`src/rtl/core/hkrcd_pkg.sv`:
```
// Shared types, constants and helpers for the keyboard report change detector.
package hkrcd_pkg;

    localparam int IN_SLOTS      = 6;
    localparam int KEY_SLOTS_DEF = 6;
    localparam int KEY_W         = 8;
    localparam int MOD_W         = 8;
    localparam int TMO_W         = 16;
    localparam int CODE_W        = 3;

    localparam logic [TMO_W-1:0] TMO_RESET = 16'd100;
    localparam logic [TMO_W-1:0] IDLE_MAX  = 16'hFFFF;

    typedef logic [KEY_W-1:0] t_key;
    typedef logic [MOD_W-1:0] t_mod;

    typedef enum logic [CODE_W-1:0] {
        EV_PRESS       = 3'd0,
        EV_RELEASE     = 3'd1,
        EV_MOD_DOWN    = 3'd2,
        EV_MOD_UP      = 3'd3,
        EV_RELEASE_ALL = 3'd4
    } t_ev_code;

    typedef enum logic {
        KIND_REPORT = 1'b0,
        KIND_TICK   = 1'b1
    } t_kind;

    typedef enum logic [1:0] {
        ST_IDLE,
        ST_EVAL,
        ST_EMIT,
        ST_COMMIT
    } t_state;

    typedef struct packed {
        logic idle;
        logic load;
        logic eval;
        logic emit;
        logic commit;
    } t_cmd;

    typedef struct packed {
        logic in_valid;
        logic pend_any;
        logic pend_last;
        logic out_free;
    } t_sts;

    // Letters, digits, space and punctuation; everything else nonzero is special.
    function automatic logic is_printing(input t_key k);
        logic r;
        r = ((k >= 8'h04) && (k <= 8'h27)) ||
            ((k >= 8'h2C) && (k <= 8'h31)) ||
            ((k >= 8'h33) && (k <= 8'h38));
        return r;
    endfunction

endpackage

```
`src/rtl/core/hkrcd_if.sv`:
```
// Channel interfaces: report/tick input, event output and timeout register write.
interface hkrcd_in_if;
    logic                   valid;
    logic                   ready;
    logic                   kind;
    logic [7:0]             modifier_bits;
    logic [7:0]             key_slot0;
    logic [7:0]             key_slot1;
    logic [7:0]             key_slot2;
    logic [7:0]             key_slot3;
    logic [7:0]             key_slot4;
    logic [7:0]             key_slot5;

    modport source (
        output valid, kind, modifier_bits,
               key_slot0, key_slot1, key_slot2, key_slot3, key_slot4, key_slot5,
        input  ready
    );
    modport sink (
        input  valid, kind, modifier_bits,
               key_slot0, key_slot1, key_slot2, key_slot3, key_slot4, key_slot5,
        output ready
    );
endinterface

interface hkrcd_out_if;
    logic       valid;
    logic       ready;
    logic [2:0] event_code;
    logic [7:0] event_key;
    logic [7:0] event_modifier;
    logic       is_special;
    logic       last_event;

    modport source (
        output valid, event_code, event_key, event_modifier, is_special, last_event,
        input  ready
    );
    modport sink (
        input  valid, event_code, event_key, event_modifier, is_special, last_event,
        output ready
    );
endinterface

interface hkrcd_cfg_if;
    logic        valid;
    logic        ready;
    logic [15:0] data;

    modport source (output valid, data, input ready);
    modport sink   (input valid, data, output ready);
endinterface

```
`src/rtl/core/hkrcd_ctrl.sv`:
```
// Sequencer: accept a request, evaluate, emit events one per cycle unless stalled, commit state.
module hkrcd_ctrl (
    input  logic            i_clk,
    input  logic            i_rst_n,
    input  hkrcd_pkg::t_sts i_sts,
    output hkrcd_pkg::t_cmd o_cmd
);

    hkrcd_pkg::t_state r_state;
    hkrcd_pkg::t_state n_state;

    always_ff @(posedge i_clk) begin
        if (!i_rst_n) begin
            r_state <= hkrcd_pkg::ST_IDLE;
        end else begin
            r_state <= n_state;
        end
    end

    always_comb begin
        n_state = r_state;
        o_cmd   = '0;
        unique case (r_state)
            hkrcd_pkg::ST_IDLE: begin
                o_cmd.idle = 1'b1;
                if (i_sts.in_valid) begin
                    o_cmd.load = 1'b1;
                    n_state    = hkrcd_pkg::ST_EVAL;
                end
            end
            hkrcd_pkg::ST_EVAL: begin
                o_cmd.eval = 1'b1;
                n_state    = hkrcd_pkg::ST_EMIT;
            end
            hkrcd_pkg::ST_EMIT: begin
                if (!i_sts.pend_any) begin
                    n_state = hkrcd_pkg::ST_COMMIT;
                end else if (i_sts.out_free) begin
                    o_cmd.emit = 1'b1;
                    if (i_sts.pend_last) begin
                        n_state = hkrcd_pkg::ST_COMMIT;
                    end
                end
            end
            hkrcd_pkg::ST_COMMIT: begin
                o_cmd.commit = 1'b1;
                n_state      = hkrcd_pkg::ST_IDLE;
            end
            default: begin
                n_state = hkrcd_pkg::ST_IDLE;
            end
        endcase
    end

endmodule

```
`src/rtl/core/hkrcd_dp.sv`:
```
// Datapath: stored report, event pending mask, idle timer and event output register.
module hkrcd_dp #(
    parameter int KEY_SLOTS = hkrcd_pkg::KEY_SLOTS_DEF
) (
    input  logic                         i_clk,
    input  logic                         i_rst_n,
    input  hkrcd_pkg::t_cmd              i_cmd,
    output hkrcd_pkg::t_sts              o_sts,
    input  logic                         i_in_valid,
    input  logic                         i_kind,
    input  hkrcd_pkg::t_mod              i_mod,
    input  hkrcd_pkg::t_key              i_keys [hkrcd_pkg::IN_SLOTS],
    input  logic                         i_cfg_we,
    input  logic [hkrcd_pkg::TMO_W-1:0]  i_cfg_data,
    input  logic                         i_out_ready,
    output logic                         o_out_valid,
    output logic [hkrcd_pkg::CODE_W-1:0] o_event_code,
    output hkrcd_pkg::t_key              o_event_key,
    output hkrcd_pkg::t_mod              o_event_modifier,
    output logic                         o_is_special,
    output logic                         o_last_event
);

    localparam int USED = (KEY_SLOTS < hkrcd_pkg::IN_SLOTS) ? KEY_SLOTS : hkrcd_pkg::IN_SLOTS;
    // pending bits: presses, releases, modifier down, modifier up, release all
    localparam int NEV    = 2 * USED + 3;
    localparam int B_DOWN = 2 * USED;
    localparam int B_UP   = 2 * USED + 1;
    localparam int B_RALL = 2 * USED + 2;

    logic                        r_kind;
    hkrcd_pkg::t_mod             r_mod;
    hkrcd_pkg::t_key             r_cur  [USED];
    hkrcd_pkg::t_key             r_prev [USED];
    hkrcd_pkg::t_mod             r_prev_mod;
    logic                        r_held;
    logic [hkrcd_pkg::TMO_W-1:0] r_idle;
    logic [hkrcd_pkg::TMO_W-1:0] r_tmo;
    logic [NEV-1:0]              r_pend;
    logic                        r_fire;

    logic                        r_out_valid;
    logic [hkrcd_pkg::CODE_W-1:0] r_out_code;
    hkrcd_pkg::t_key             r_out_key;
    hkrcd_pkg::t_mod             r_out_mod;
    logic                        r_out_special;
    logic                        r_out_last;

    logic [NEV-1:0]              n_pend;
    logic [hkrcd_pkg::TMO_W-1:0] w_idle_nxt;
    logic                        w_fire;
    logic                        w_any;
    logic [NEV-1:0]              w_low;
    logic [NEV-1:0]              w_rest;
    hkrcd_pkg::t_ev_code         w_code;
    hkrcd_pkg::t_key             w_key;
    hkrcd_pkg::t_mod             w_emod;
    logic                        w_special;

    assign w_idle_nxt = (r_idle == hkrcd_pkg::IDLE_MAX) ? r_idle
                                                        : r_idle + hkrcd_pkg::TMO_W'(1);
    assign w_fire     = r_held && (w_idle_nxt > r_tmo);

    // Compare every slot against every stored slot in parallel.
    always_comb begin
        logic hit_prev;
        logic hit_cur;
        n_pend = '0;
        w_any  = (r_mod != '0);
        for (int i = 0; i < USED; i++) begin
            hit_prev = 1'b0;
            hit_cur  = 1'b0;
            for (int j = 0; j < USED; j++) begin
                hit_prev = hit_prev | (r_prev[j] == r_cur[i]);
                hit_cur  = hit_cur  | (r_cur[j]  == r_prev[i]);
            end
            n_pend[i]        = (r_cur[i]  != '0) && !hit_prev;
            n_pend[USED + i] = (r_prev[i] != '0) && !hit_cur;
            w_any            = w_any | (r_cur[i] != '0);
        end
        n_pend[B_DOWN] = |(r_mod & ~r_prev_mod);
        n_pend[B_UP]   = |(r_prev_mod & ~r_mod);
        n_pend[B_RALL] = 1'b0;
        if (r_kind == hkrcd_pkg::KIND_TICK) begin
            n_pend         = '0;
            n_pend[B_RALL] = w_fire;
        end
    end

    // Take the lowest pending event.
    assign w_low  = r_pend & (~r_pend + NEV'(1));
    assign w_rest = r_pend & ~w_low;

    always_comb begin
        w_key     = '0;
        w_special = 1'b0;
        for (int i = 0; i < USED; i++) begin
            if (w_low[i]) begin
                w_key     = w_key | r_cur[i];
                w_special = w_special | !hkrcd_pkg::is_printing(r_cur[i]);
            end
            if (w_low[USED + i]) begin
                w_key = w_key | r_prev[i];
            end
        end
        priority if (w_low[B_RALL]) begin
            w_code = hkrcd_pkg::EV_RELEASE_ALL;
            w_emod = '0;
        end else if (w_low[B_UP]) begin
            w_code = hkrcd_pkg::EV_MOD_UP;
            w_emod = r_prev_mod;
        end else if (w_low[B_DOWN]) begin
            w_code = hkrcd_pkg::EV_MOD_DOWN;
            w_emod = r_mod;
        end else if (|w_low[2*USED-1:USED]) begin
            w_code = hkrcd_pkg::EV_RELEASE;
            w_emod = r_prev_mod;
        end else begin
            w_code = hkrcd_pkg::EV_PRESS;
            w_emod = r_mod;
        end
    end

    // Request payload, no reset.
    always_ff @(posedge i_clk) begin
        if (i_cmd.load) begin
            r_kind <= i_kind;
            r_mod  <= i_mod;
            for (int i = 0; i < USED; i++) begin
                r_cur[i] <= i_keys[i];
            end
        end
    end

    always_ff @(posedge i_clk) begin
        if (!i_rst_n) begin
            r_pend <= '0;
            r_fire <= 1'b0;
        end else if (i_cmd.eval) begin
            r_pend <= n_pend;
            r_fire <= (r_kind == hkrcd_pkg::KIND_TICK) && w_fire;
        end else if (i_cmd.emit) begin
            r_pend <= w_rest;
        end
    end

    always_ff @(posedge i_clk) begin
        if (!i_rst_n) begin
            r_tmo <= hkrcd_pkg::TMO_RESET;
        end else if (i_cfg_we) begin
            r_tmo <= i_cfg_data;
        end
    end

    // Update stored report and timer once all events are out.
    always_ff @(posedge i_clk) begin
        if (!i_rst_n) begin
            for (int i = 0; i < USED; i++) begin
                r_prev[i] <= '0;
            end
            r_prev_mod <= '0;
            r_held     <= 1'b0;
            r_idle     <= '0;
        end else if (i_cmd.commit) begin
            if (r_kind == hkrcd_pkg::KIND_REPORT) begin
                for (int i = 0; i < USED; i++) begin
                    r_prev[i] <= r_cur[i];
                end
                r_prev_mod <= r_mod;
                r_held     <= w_any;
                r_idle     <= '0;
            end else begin
                r_idle <= w_idle_nxt;
                if (r_fire) begin
                    for (int i = 0; i < USED; i++) begin
                        r_prev[i] <= '0;
                    end
                    r_prev_mod <= '0;
                    r_held     <= 1'b0;
                end
            end
        end
    end

    always_ff @(posedge i_clk) begin
        if (!i_rst_n) begin
            r_out_valid <= 1'b0;
        end else if (i_cmd.emit) begin
            r_out_valid <= 1'b1;
        end else if (i_out_ready) begin
            r_out_valid <= 1'b0;
        end
    end

    always_ff @(posedge i_clk) begin
        if (i_cmd.emit) begin
            r_out_code    <= w_code;
            r_out_key     <= w_key;
            r_out_mod     <= w_emod;
            r_out_special <= w_special;
            r_out_last    <= (w_rest == '0);
        end
    end

    assign o_sts.in_valid  = i_in_valid;
    assign o_sts.pend_any  = |r_pend;
    assign o_sts.pend_last = (w_rest == '0);
    assign o_sts.out_free  = !r_out_valid || i_out_ready;

    assign o_out_valid      = r_out_valid;
    assign o_event_code     = r_out_code;
    assign o_event_key      = r_out_key;
    assign o_event_modifier = r_out_mod;
    assign o_is_special     = r_out_special;
    assign o_last_event     = r_out_last;

endmodule

```
`src/rtl/core/hid_key_report_change_detector_core.sv`:
```
// Top level of the keyboard report change detector: sequencer, datapath and checks.
// Each request is a boot keyboard report or a one millisecond tick. A report is compared
// with the stored one and yields press events (new nonzero keys, in slot order), release
// events (stored keys now gone), then modifier down and modifier up; a tick yields one
// release-all once keys have been held with no report for longer than the timeout.
// Events leave one per cycle while the output is not stalled, through a single output
// register, the last one of a request flagged by last_event. A request yields up to
// 2*min(KEY_SLOTS, 6) + 2 events, so 14 at most; a request is taken only in the idle
// state, while an earlier event may still wait in the output register. The timeout
// register is written through the config channel, which is always ready, and should
// only be written while no request is in progress.
module hid_key_report_change_detector_core #(
    parameter int KEY_SLOTS = hkrcd_pkg::KEY_SLOTS_DEF
) (
    input  logic         i_clk,
    input  logic         i_rst_n,
    hkrcd_in_if.sink     i_in,
    hkrcd_out_if.source  o_out,
    hkrcd_cfg_if.sink    i_cfg
);

    hkrcd_pkg::t_cmd w_cmd;
    hkrcd_pkg::t_sts w_sts;
    hkrcd_pkg::t_key w_keys [hkrcd_pkg::IN_SLOTS];

    assign w_keys[0] = i_in.key_slot0;
    assign w_keys[1] = i_in.key_slot1;
    assign w_keys[2] = i_in.key_slot2;
    assign w_keys[3] = i_in.key_slot3;
    assign w_keys[4] = i_in.key_slot4;
    assign w_keys[5] = i_in.key_slot5;

    assign i_in.ready  = w_cmd.idle;
    assign i_cfg.ready = 1'b1;

    hkrcd_ctrl u_ctrl (
        .i_clk   (i_clk),
        .i_rst_n (i_rst_n),
        .i_sts   (w_sts),
        .o_cmd   (w_cmd)
    );

    hkrcd_dp #(
        .KEY_SLOTS (KEY_SLOTS)
    ) u_dp (
        .i_clk            (i_clk),
        .i_rst_n          (i_rst_n),
        .i_cmd            (w_cmd),
        .o_sts            (w_sts),
        .i_in_valid       (i_in.valid),
        .i_kind           (i_in.kind),
        .i_mod            (i_in.modifier_bits),
        .i_keys           (w_keys),
        .i_cfg_we         (i_cfg.valid),
        .i_cfg_data       (i_cfg.data),
        .i_out_ready      (o_out.ready),
        .o_out_valid      (o_out.valid),
        .o_event_code     (o_out.event_code),
        .o_event_key      (o_out.event_key),
        .o_event_modifier (o_out.event_modifier),
        .o_is_special     (o_out.is_special),
        .o_last_event     (o_out.last_event)
    );

    // A request is evaluated before the next one is taken.
    a_busy_after_accept: assert property (
        @(posedge i_clk) disable iff (!i_rst_n)
        (i_in.valid && i_in.ready) |=> !i_in.ready
    ) else $error("request accepted while previous one still in progress");

    // An event is issued only when one is pending and the output register can take it.
    a_emit_legal: assert property (
        @(posedge i_clk) disable iff (!i_rst_n)
        w_cmd.emit |-> (w_sts.pend_any && w_sts.out_free)
    ) else $error("event issued with nothing pending or output full");

    // Issued event shows up at the output register next cycle.
    a_emit_visible: assert property (
        @(posedge i_clk) disable iff (!i_rst_n)
        w_cmd.emit |=> o_out.valid
    ) else $error("issued event not held in output register");

    // After commit the block is idle again.
    a_commit_to_idle: assert property (
        @(posedge i_clk) disable iff (!i_rst_n)
        w_cmd.commit |=> i_in.ready
    ) else $error("block not idle after commit");

endmodule

```
`src/flat_wrapper.sv`:
```
// flat-port wrapper written by rule: the top's interface ports become plain ports
module hid_key_report_change_detector_core_flat 
#(
    parameter int KEY_SLOTS = hkrcd_pkg::KEY_SLOTS_DEF
)
  (i_clk, i_rst_n, i_in_valid, i_in_kind, i_in_modifier_bits, i_in_key_slot0, i_in_key_slot1, i_in_key_slot2, i_in_key_slot3, i_in_key_slot4, i_in_key_slot5, i_in_ready, o_out_valid, o_out_event_code, o_out_event_key, o_out_event_modifier, o_out_is_special, o_out_last_event, o_out_ready, i_cfg_valid, i_cfg_data, i_cfg_ready);
  hkrcd_in_if i_in_i ();
  hkrcd_out_if o_out_i ();
  hkrcd_cfg_if i_cfg_i ();
  input  logic i_clk;
  input  logic i_rst_n;
  input wire logic [$bits(i_in_i.valid)-1:0] i_in_valid;
  input wire logic [$bits(i_in_i.kind)-1:0] i_in_kind;
  input wire logic [$bits(i_in_i.modifier_bits)-1:0] i_in_modifier_bits;
  input wire logic [$bits(i_in_i.key_slot0)-1:0] i_in_key_slot0;
  input wire logic [$bits(i_in_i.key_slot1)-1:0] i_in_key_slot1;
  input wire logic [$bits(i_in_i.key_slot2)-1:0] i_in_key_slot2;
  input wire logic [$bits(i_in_i.key_slot3)-1:0] i_in_key_slot3;
  input wire logic [$bits(i_in_i.key_slot4)-1:0] i_in_key_slot4;
  input wire logic [$bits(i_in_i.key_slot5)-1:0] i_in_key_slot5;
  output wire logic [$bits(i_in_i.ready)-1:0] i_in_ready;
  output wire logic [$bits(o_out_i.valid)-1:0] o_out_valid;
  output wire logic [$bits(o_out_i.event_code)-1:0] o_out_event_code;
  output wire logic [$bits(o_out_i.event_key)-1:0] o_out_event_key;
  output wire logic [$bits(o_out_i.event_modifier)-1:0] o_out_event_modifier;
  output wire logic [$bits(o_out_i.is_special)-1:0] o_out_is_special;
  output wire logic [$bits(o_out_i.last_event)-1:0] o_out_last_event;
  input wire logic [$bits(o_out_i.ready)-1:0] o_out_ready;
  input wire logic [$bits(i_cfg_i.valid)-1:0] i_cfg_valid;
  input wire logic [$bits(i_cfg_i.data)-1:0] i_cfg_data;
  output wire logic [$bits(i_cfg_i.ready)-1:0] i_cfg_ready;
  assign i_in_i.valid = i_in_valid;
  assign i_in_i.kind = i_in_kind;
  assign i_in_i.modifier_bits = i_in_modifier_bits;
  assign i_in_i.key_slot0 = i_in_key_slot0;
  assign i_in_i.key_slot1 = i_in_key_slot1;
  assign i_in_i.key_slot2 = i_in_key_slot2;
  assign i_in_i.key_slot3 = i_in_key_slot3;
  assign i_in_i.key_slot4 = i_in_key_slot4;
  assign i_in_i.key_slot5 = i_in_key_slot5;
  assign i_in_ready = i_in_i.ready;
  assign o_out_valid = o_out_i.valid;
  assign o_out_event_code = o_out_i.event_code;
  assign o_out_event_key = o_out_i.event_key;
  assign o_out_event_modifier = o_out_i.event_modifier;
  assign o_out_is_special = o_out_i.is_special;
  assign o_out_last_event = o_out_i.last_event;
  assign o_out_i.ready = o_out_ready;
  assign i_cfg_i.valid = i_cfg_valid;
  assign i_cfg_i.data = i_cfg_data;
  assign i_cfg_ready = i_cfg_i.ready;
  hid_key_report_change_detector_core #(.KEY_SLOTS(KEY_SLOTS)) u_core (.i_clk(i_clk), .i_rst_n(i_rst_n), .i_in(i_in_i), .o_out(o_out_i), .i_cfg(i_cfg_i));
endmodule
```
`config.mk`:
```
export PLATFORM = sky130hd
export DESIGN_NAME = hid_key_report_change_detector_core_flat
export DESIGN_NICKNAME = d
export VERILOG_FILES = /design/src/rtl/core/hkrcd_pkg.sv /design/src/rtl/core/hkrcd_if.sv /design/src/rtl/core/hkrcd_ctrl.sv /design/src/rtl/core/hkrcd_dp.sv /design/src/rtl/core/hid_key_report_change_detector_core.sv /design/src/flat_wrapper.sv
export SDC_FILE = /design/constraint.sdc
export NUM_CORES = 1
export LEC_CHECK = 0
export ABC_CLOCK_PERIOD_IN_PS = 2700
export BUFFER_PORTS_ARGS = -buffer_cell sky130_fd_sc_hd__clkbuf_2
export CORE_MARGIN = 1.5
export CORE_UTILIZATION = 25
export DETAILED_ROUTE_END_ITERATION = 6
export GPL_TIMING_DRIVEN = 0
export PLACE_DENSITY_LB_ADDON = 0.3
export SYNTH_ARGS = -nofsm -noshare
export SYNTH_HDL_FRONTEND = slang
export SYNTH_SLANG_ARGS = --single-unit
export TNS_END_PERCENT = 1
```
`constraint.sdc`:
```
create_clock -name i_clk -period 2.7 [get_ports i_clk]
set_input_delay 0.81 -clock i_clk [delete_from_list [all_inputs] [get_ports i_clk]]
set_output_delay 0.81 -clock i_clk [all_outputs]
set_load 0.02 [all_outputs]
```
* Word-level counts from Yosys, hierarchy flattened
Memories as Yosys holds them, arrays and structs flattened.
Index checks and enable logic that the tools add are counted.
** Word-level totals
- Register bits after elaboration :: 90
- Latch bits :: 0
- Memory bits (writable) :: 96
- Bits in read-only memories :: 0
- Bits of input ports :: 78
- Output and inout bits :: 24
- Word-level logic and storage cells :: 396
- Memories kept :: 2
** Memory list
- u_core.u_dp.r_cur :: depth 6, width 8, read ports 6, clocked after Yosys merged registers in 0, write ports 6, RTL line hkrcd_dp.sv:33 : hkrcd_pkg::t_key r_cur [USED];
- u_core.u_dp.r_prev :: depth 6, width 8, read ports 6, clocked after Yosys merged registers in 0, write ports 6, RTL line hkrcd_dp.sv:34 : hkrcd_pkg::t_key r_prev [USED];
** Cells by class
- $add $sub $neg :: 2
- Multiply operators :: 0
- Div/mod/pow operators :: 0
- $lt $le $gt $ge :: 37
- Equality and inequality tests :: 80
- Shifts and indexed selects :: 0
- Muxes and demuxes :: 71
- Bitwise logic cells :: 102
- Reductions and logical operators :: 87
** Operator list (count)
- equality test 8 bit :: 72
- two-way mux 8 bit :: 29
- <= comparator 8 x 6 -> 1 bit (second input constant) :: 18
- nonzero test 8 bit :: 13
- greater-or-equal comparator 8 x 6 -> 1 bit (second input constant) :: 12
- bitwise OR 8 bit :: 11
- bitwise OR 1 bit :: 83
- greater-or-equal comparator 8 x 3 -> 1 bit (second input constant) :: 6
- two-way mux 15 bit :: 3
- logical AND 1 bit :: 32
- two-way mux 16 bit :: 2
- AND 15 bit :: 2
- NOT 15 bit :: 2
- two-way mux 1 bit :: 29
- zero test 1 bit :: 19
- adder 16 x 1 -> 16 bit (second input constant) :: 1
- AND 8 bit :: 2
- equality test 16 bit (second input constant) :: 1
- greater-than comparator 16 bit :: 1
- NOT 8 bit :: 2
- OR reduction 8 bit :: 2
- adder 15 x 1 -> 15 bit (second input constant) :: 1
- zero test 15 bit :: 1
- OR reduction 15 bit :: 1
- 13 further kinds :: 34

* Longest topological paths before layout
- Word-level depth :: 26
- Depth in mapped cells :: 15
- Gate-level depth less buffers :: 13

* By module
From an unflattened synthesis, not the netlist that was laid out.
** Second synthesis, totals
- Cells, all modules :: 1361
- Area, all modules :: 12778.5 µm²
** Modules (own cells, without submodules)
- hkrcd_dp :: times used 1, cells each 1339, area each 12583.3 µm², seq. area each 4944.7 µm²
- hkrcd_ctrl :: times used 1, cells each 20, area each 183.9 µm², seq. area each 40.0 µm²
- hid_key_report_change_detector_core :: times used 1, cells each 2, area each 11.3 µm², seq. area each 0.0 µm²

* Worst setup path before layout
No wires, ideal clock.
- Kind :: register to register
- Start :: register u_core.u_dp.r_idle[0] (netlist bit)
- End :: register u_core.u_dp.r_pend[14]
- Setup time :: 0.134 ns
- Arrival time :: 2.765 ns
- Required time :: 2.566 ns
- Setup slack :: -0.199 ns
- Cell stages (with the launch flop) :: 13
- Buffers on the path :: 0
- Clock period less this slack :: 2.899 ns
- Path through :: dfxtp_1 > ha_1 > and3_1 > a21oi_1 > nand3_1 > xnor2_1 > ha_1 > a21o_1 > a21o_1 > a2111oi_0 > o21ai_0 > o31ai_1 > o21ai_0
** On the way
- Cells in the longest elaborated chain, start to end :: 6
- Elaborated cells between the ends (all ways) :: 7
- Classes of those cells :: add/sub: 1; order compare: 1; eq/ne: 1; mux: 3; reduce/logical: 1
** RTL lines
- from (decl) :: RTL line hkrcd_dp.sv:37 : logic [hkrcd_pkg::TMO_W-1:0] r_idle;
- from (signal assigned) :: RTL line hkrcd_dp.sv:173 : r_idle <= w_idle_nxt;
- adder 16 x 1 -> 16 bit / equality test 16 bit (equally long branches) :: RTL line hkrcd_dp.sv:61, hkrcd_dp.sv:60
- two-way mux 16 bit (*) :: RTL line hkrcd_dp.sv:60 : assign w_idle_nxt = (r_idle == hkrcd_pkg::IDLE_MAX) ? r_idle
- greater-than comparator 16 bit (*) :: RTL line hkrcd_dp.sv:62 : assign w_fire = r_held && (w_idle_nxt > r_tmo);
- logical AND 1 bit (*) :: RTL line hkrcd_dp.sv:62
- two-way mux 15 bit (*) :: RTL line hkrcd_dp.sv:84 : if (r_kind == hkrcd_pkg::KIND_TICK) begin
- two-way mux 15 bit (*) :: RTL line hkrcd_dp.sv:139 : end else if (i_cmd.eval) begin
- to (signal assigned) :: RTL line hkrcd_dp.sv:140 : r_pend <= n_pend;
- to (signal assigned) :: RTL line hkrcd_dp.sv:143 : r_pend <= w_rest;
- to (decl) :: RTL line hkrcd_dp.sv:39 : logic [NEV-1:0] r_pend;
Mark *: on every way between the ends. The rest lies on a longest branch, timed or not.
A chain may end at the register's enable or synchronous reset.

* Worst setup path in the final report
Same ends and word-level chain as after synthesis.

==> results.md <==
* Kind of critical path: reg -> reg
* Leakage Power at 5.09 nW
* Num ports at 102
* Top FF cell, synth: edfxtp_1
* Final Setup Violations at 3
* Crit-path max FO at 5
* Multi-input logic area at 0.00709 mm2
* Final ANT Viol Nets at 0
* Register area share after synthesis at 0.396
* Reg power frac at 0.331
* TritonCTS clock tree: built
* DR pass1 iterations at 5
* Initial antenna violation count at 1
* Measured slew at the worst slew-check pin at 0.949 ns
* Post-route setup TNS at -0.217 ns
* Die Ht at 227 um
* Mapped Area at 0.0126 mm2
* Hold Crit Class: reg -> reg
* Period utilization at 1.05
* Die W at 227 um
* Fin area at 0.0150 mm2
* Initial cell density of the core at 0.252
* Post-synth ARST share at 0
* H-tree depth at 4
* Final hold vios at 0
* Layout filler cell count at 5291
* MaxCap Viol Count at 0
* Routed vias/inst at 5.05
* Via count at 11100
* EDFF count, synth at 126
* Drt drc at 0
* Post-CTS Hold Buffers at 0
* Yosys warns at 0
* Routed wire length at 45.8 mm
* CP arrival at 3.18 ns
* FMAX at 354 MHz
* Die Area at 0.0517 mm2
* # clock sinks at 186
* Status: finished, violations left
* Psw at 4.94 mW
* Syn_area_per_cell at 9.21 um2
* Final Critical Period at 2.82 ns
* Initial DRC count at 1012
* Flops & latches, synth at 186
* Post-Synthesis Cells at 1366
* Int Power at 6.79 mW
* Core Area at 0.0500 mm2
* Failing checks: negative setup slack
* Diodes inserted at 0
* Clock power frac at 0.222
* First-pass GRT wire length at 68.4 mm
* Area Growth Syn to Fin at 19.5%
* Worst Path Required at 3.06 ns
* Nets at 1609
* Final Core Density at 0.301
* CTS root buf: clkbuf_16
* Worst setup SP type: flip-flop
* Cell Rows at 82
* RSZ-0062 raised after global routing: true
* Largest net degree at the start of global routing at 58
* Share of cells above drive strength 1 at 0.154
* PwrDens at 780 mW/mm2
* Syn Nets at 1465
* Crit end category: flip-flop
* Hold WS at 0.445 ns
* Peak VDD IR at 0.530 mV
* Clock Latency Late Sink at 0.48 ns
* GP Congestion at 0.961
* Grt total ovfl at 0
* CTS buffer count at 17
* Comb pwr share at 0.447
* Vias in the first global route at 10900
* Final Skew at 0.0146 ns
* Fin. max-slew vios at 0
* Total track usage at 0.179
* Slew headroom at 0.367
* Setup slack after layout at -0.122 ns
* IO buf count at 99
* Detailed Place HPWL at 33.1 mm
* Routed wire length per instance at 20.9 um
* Post-DP Area at 0.0140 mm2
* Register area at 0.00502 mm2
* Net Sw Frac at 0.421
* CTS clock-pin slew for the worst setup and hold paths at 0.08 ns
* Netlist cell types at 67
* CTS Buffer Depth at 2
area by class of cell:
type,count,share of cell area
multi-input combinational,987,0.471
sequential,186,0.333
tap,672,0.0559
timing repair buffer,127,0.0477
buffer,145,0.0402
clock buffer,17,0.0283
clock inverter,15,0.0116
inverter,46,0.0115
power by group through the flow:
stage | Sequential, mW | Combinational [mW] | Clock (mW)
finish | 3.89 | 5.25 | 2.60
CTS | 3.89 | 5.14 | 2.67
detailed placement | 3.95 | 5.10 | 0
global placement | 3.97 | 5.02 | 0
floorplan | 4.00 | 3.43 | 0
global route | 3.94 | 5.64 | 2.77
synth_stat cells, types with 21 or more instances:
cell	n	area, um2
edfxtp_1	126	3780
a21oi_1	54	270
ha_1	21	263
nor4_1	67	419
nand4_1	68	425
nand2_1	72	270
nor2_1	86	323
and2_1	48	300
inv_1	44	165
dfxtp_1	60	1200
buf_1	47	176
xnor2_1	224	1960
xor2_1	73	639
clkbuf_1	93	349
o21ai_0	26	130
nand3_1	28	140
a22oi_1	23	173
repair_timing:
item,4_1_cts,5_1_grt
gates cloned,0,0
setup buffers,22,5
endpoints found under the setup margin,63,54
resized for setup,47,21
pin swaps,20,13
sequential cells by signal (all words and copies together), names as in the netlist, 2 cells and up:
name / cells
u_core.u_dp.o_event_modifier: 8
u_core.u_dp.r_pend: 15
u_core.u_dp.r_cur: 48
u_core.u_dp.o_event_key: 8
u_core.u_dp.r_idle: 16
u_core.u_dp.r_prev: 48
u_core.u_dp.r_mod: 8
u_core.u_dp.r_tmo: 16
u_core.u_dp.o_event_code: 3
u_core.u_dp.r_prev_mod: 8
u_core.u_ctrl.r_state: 2
kinds of logic after synthesis:
family / Yosys count / synth area share
multiplexers: 14 / 0.0112
AO/OA/AOI/OAI: 215 / 0.118
buffers and inverters: 193 / 0.0594
adder cells (fa/ha/maj): 23 / 0.0225
flip-flops: 186 / 0.396
AND/OR/NAND/NOR: 437 / 0.186
XOR/XNOR: 297 / 0.207
other: 1 / 0.000298
cells in the final DEF (no fill, tap or decap), drive strengths merged, types with 10 or more instances in the layout:
cell type	n
a22oi	23
xor2	73
xnor2	224
nand2	72
nand4	68
clkbuf	205
o211ai	14
mux2i	13
nor2	86
o21ai	26
a31oi	11
and2	49
buf	84
dfxtp	60
ha	21
inv	53
nor2b	10
nor4	68
nor3	15
nand3	28
edfxtp	126
a21oi	54
metrics by stage:
stage                     total power [mW]  instances  setup slack (ns)
final                                 11.7       2195            -0.122
after floorplan                       7.42       1366            0.0244
after global routing                  12.4       2195            -0.253
after global placement                8.98       2137            -0.897
after CTS                             11.7       2190            -0.123
after detailed placement              9.05       2138            -0.748
critical path, stage by stage (launching register included):
cell and delay [ns]:
dfxtp_4 0.36, ha_4 0.13, buf_4 0.12, nand3_4 0.12, nor4_4 0.29, buf_4 0.18, nand3b_1 0.09, o21a_1 0.15
ha_1 0.31, o21a_1 0.20, o211ai_1 0.20, o21ai_1 0.14, o31ai_2 0.19, buf_4 0.17, o21ai_1 0.06
path summary, 6_finish.rpt:
| path | slack (ns) | startpoint | to | depth (start not counted) |
|---|---|---|---|---|
| worst min register to register | 0.45 | u_core.u_dp.r_fire | u_core.u_dp.r_fire | 2 |
| worst min-delay path | 0.45 | u_core.u_dp.r_fire | u_core.u_dp.r_fire | 2 |
| worst max register to register | -0.12 | u_core.u_dp.r_idle[0] | u_core.u_dp.r_pend[14] | 14 |
| worst max-delay path | -0.12 | u_core.u_dp.r_idle[0] | u_core.u_dp.r_pend[14] | 14 |
metal layers:
| metal | routed length (um) | track usage | vias to the layer above | share of wire |
|---|---|---|---|---|
| met1 | 19900 | 0.236 | 5354 | 0.43 |
| met3 | 3230 | 0.0307 | 109 | 0.071 |
| met5 | 13 | 0 | - | 0.00028 |
| li1 | - | - | 5140 | - |
| met4 | 1630 | 0.0765 | 2 | 0.036 |
| met2 | 21000 | 0.287 | 485 | 0.46 |
No activity file was read; power rests on OpenSTA's default activity.
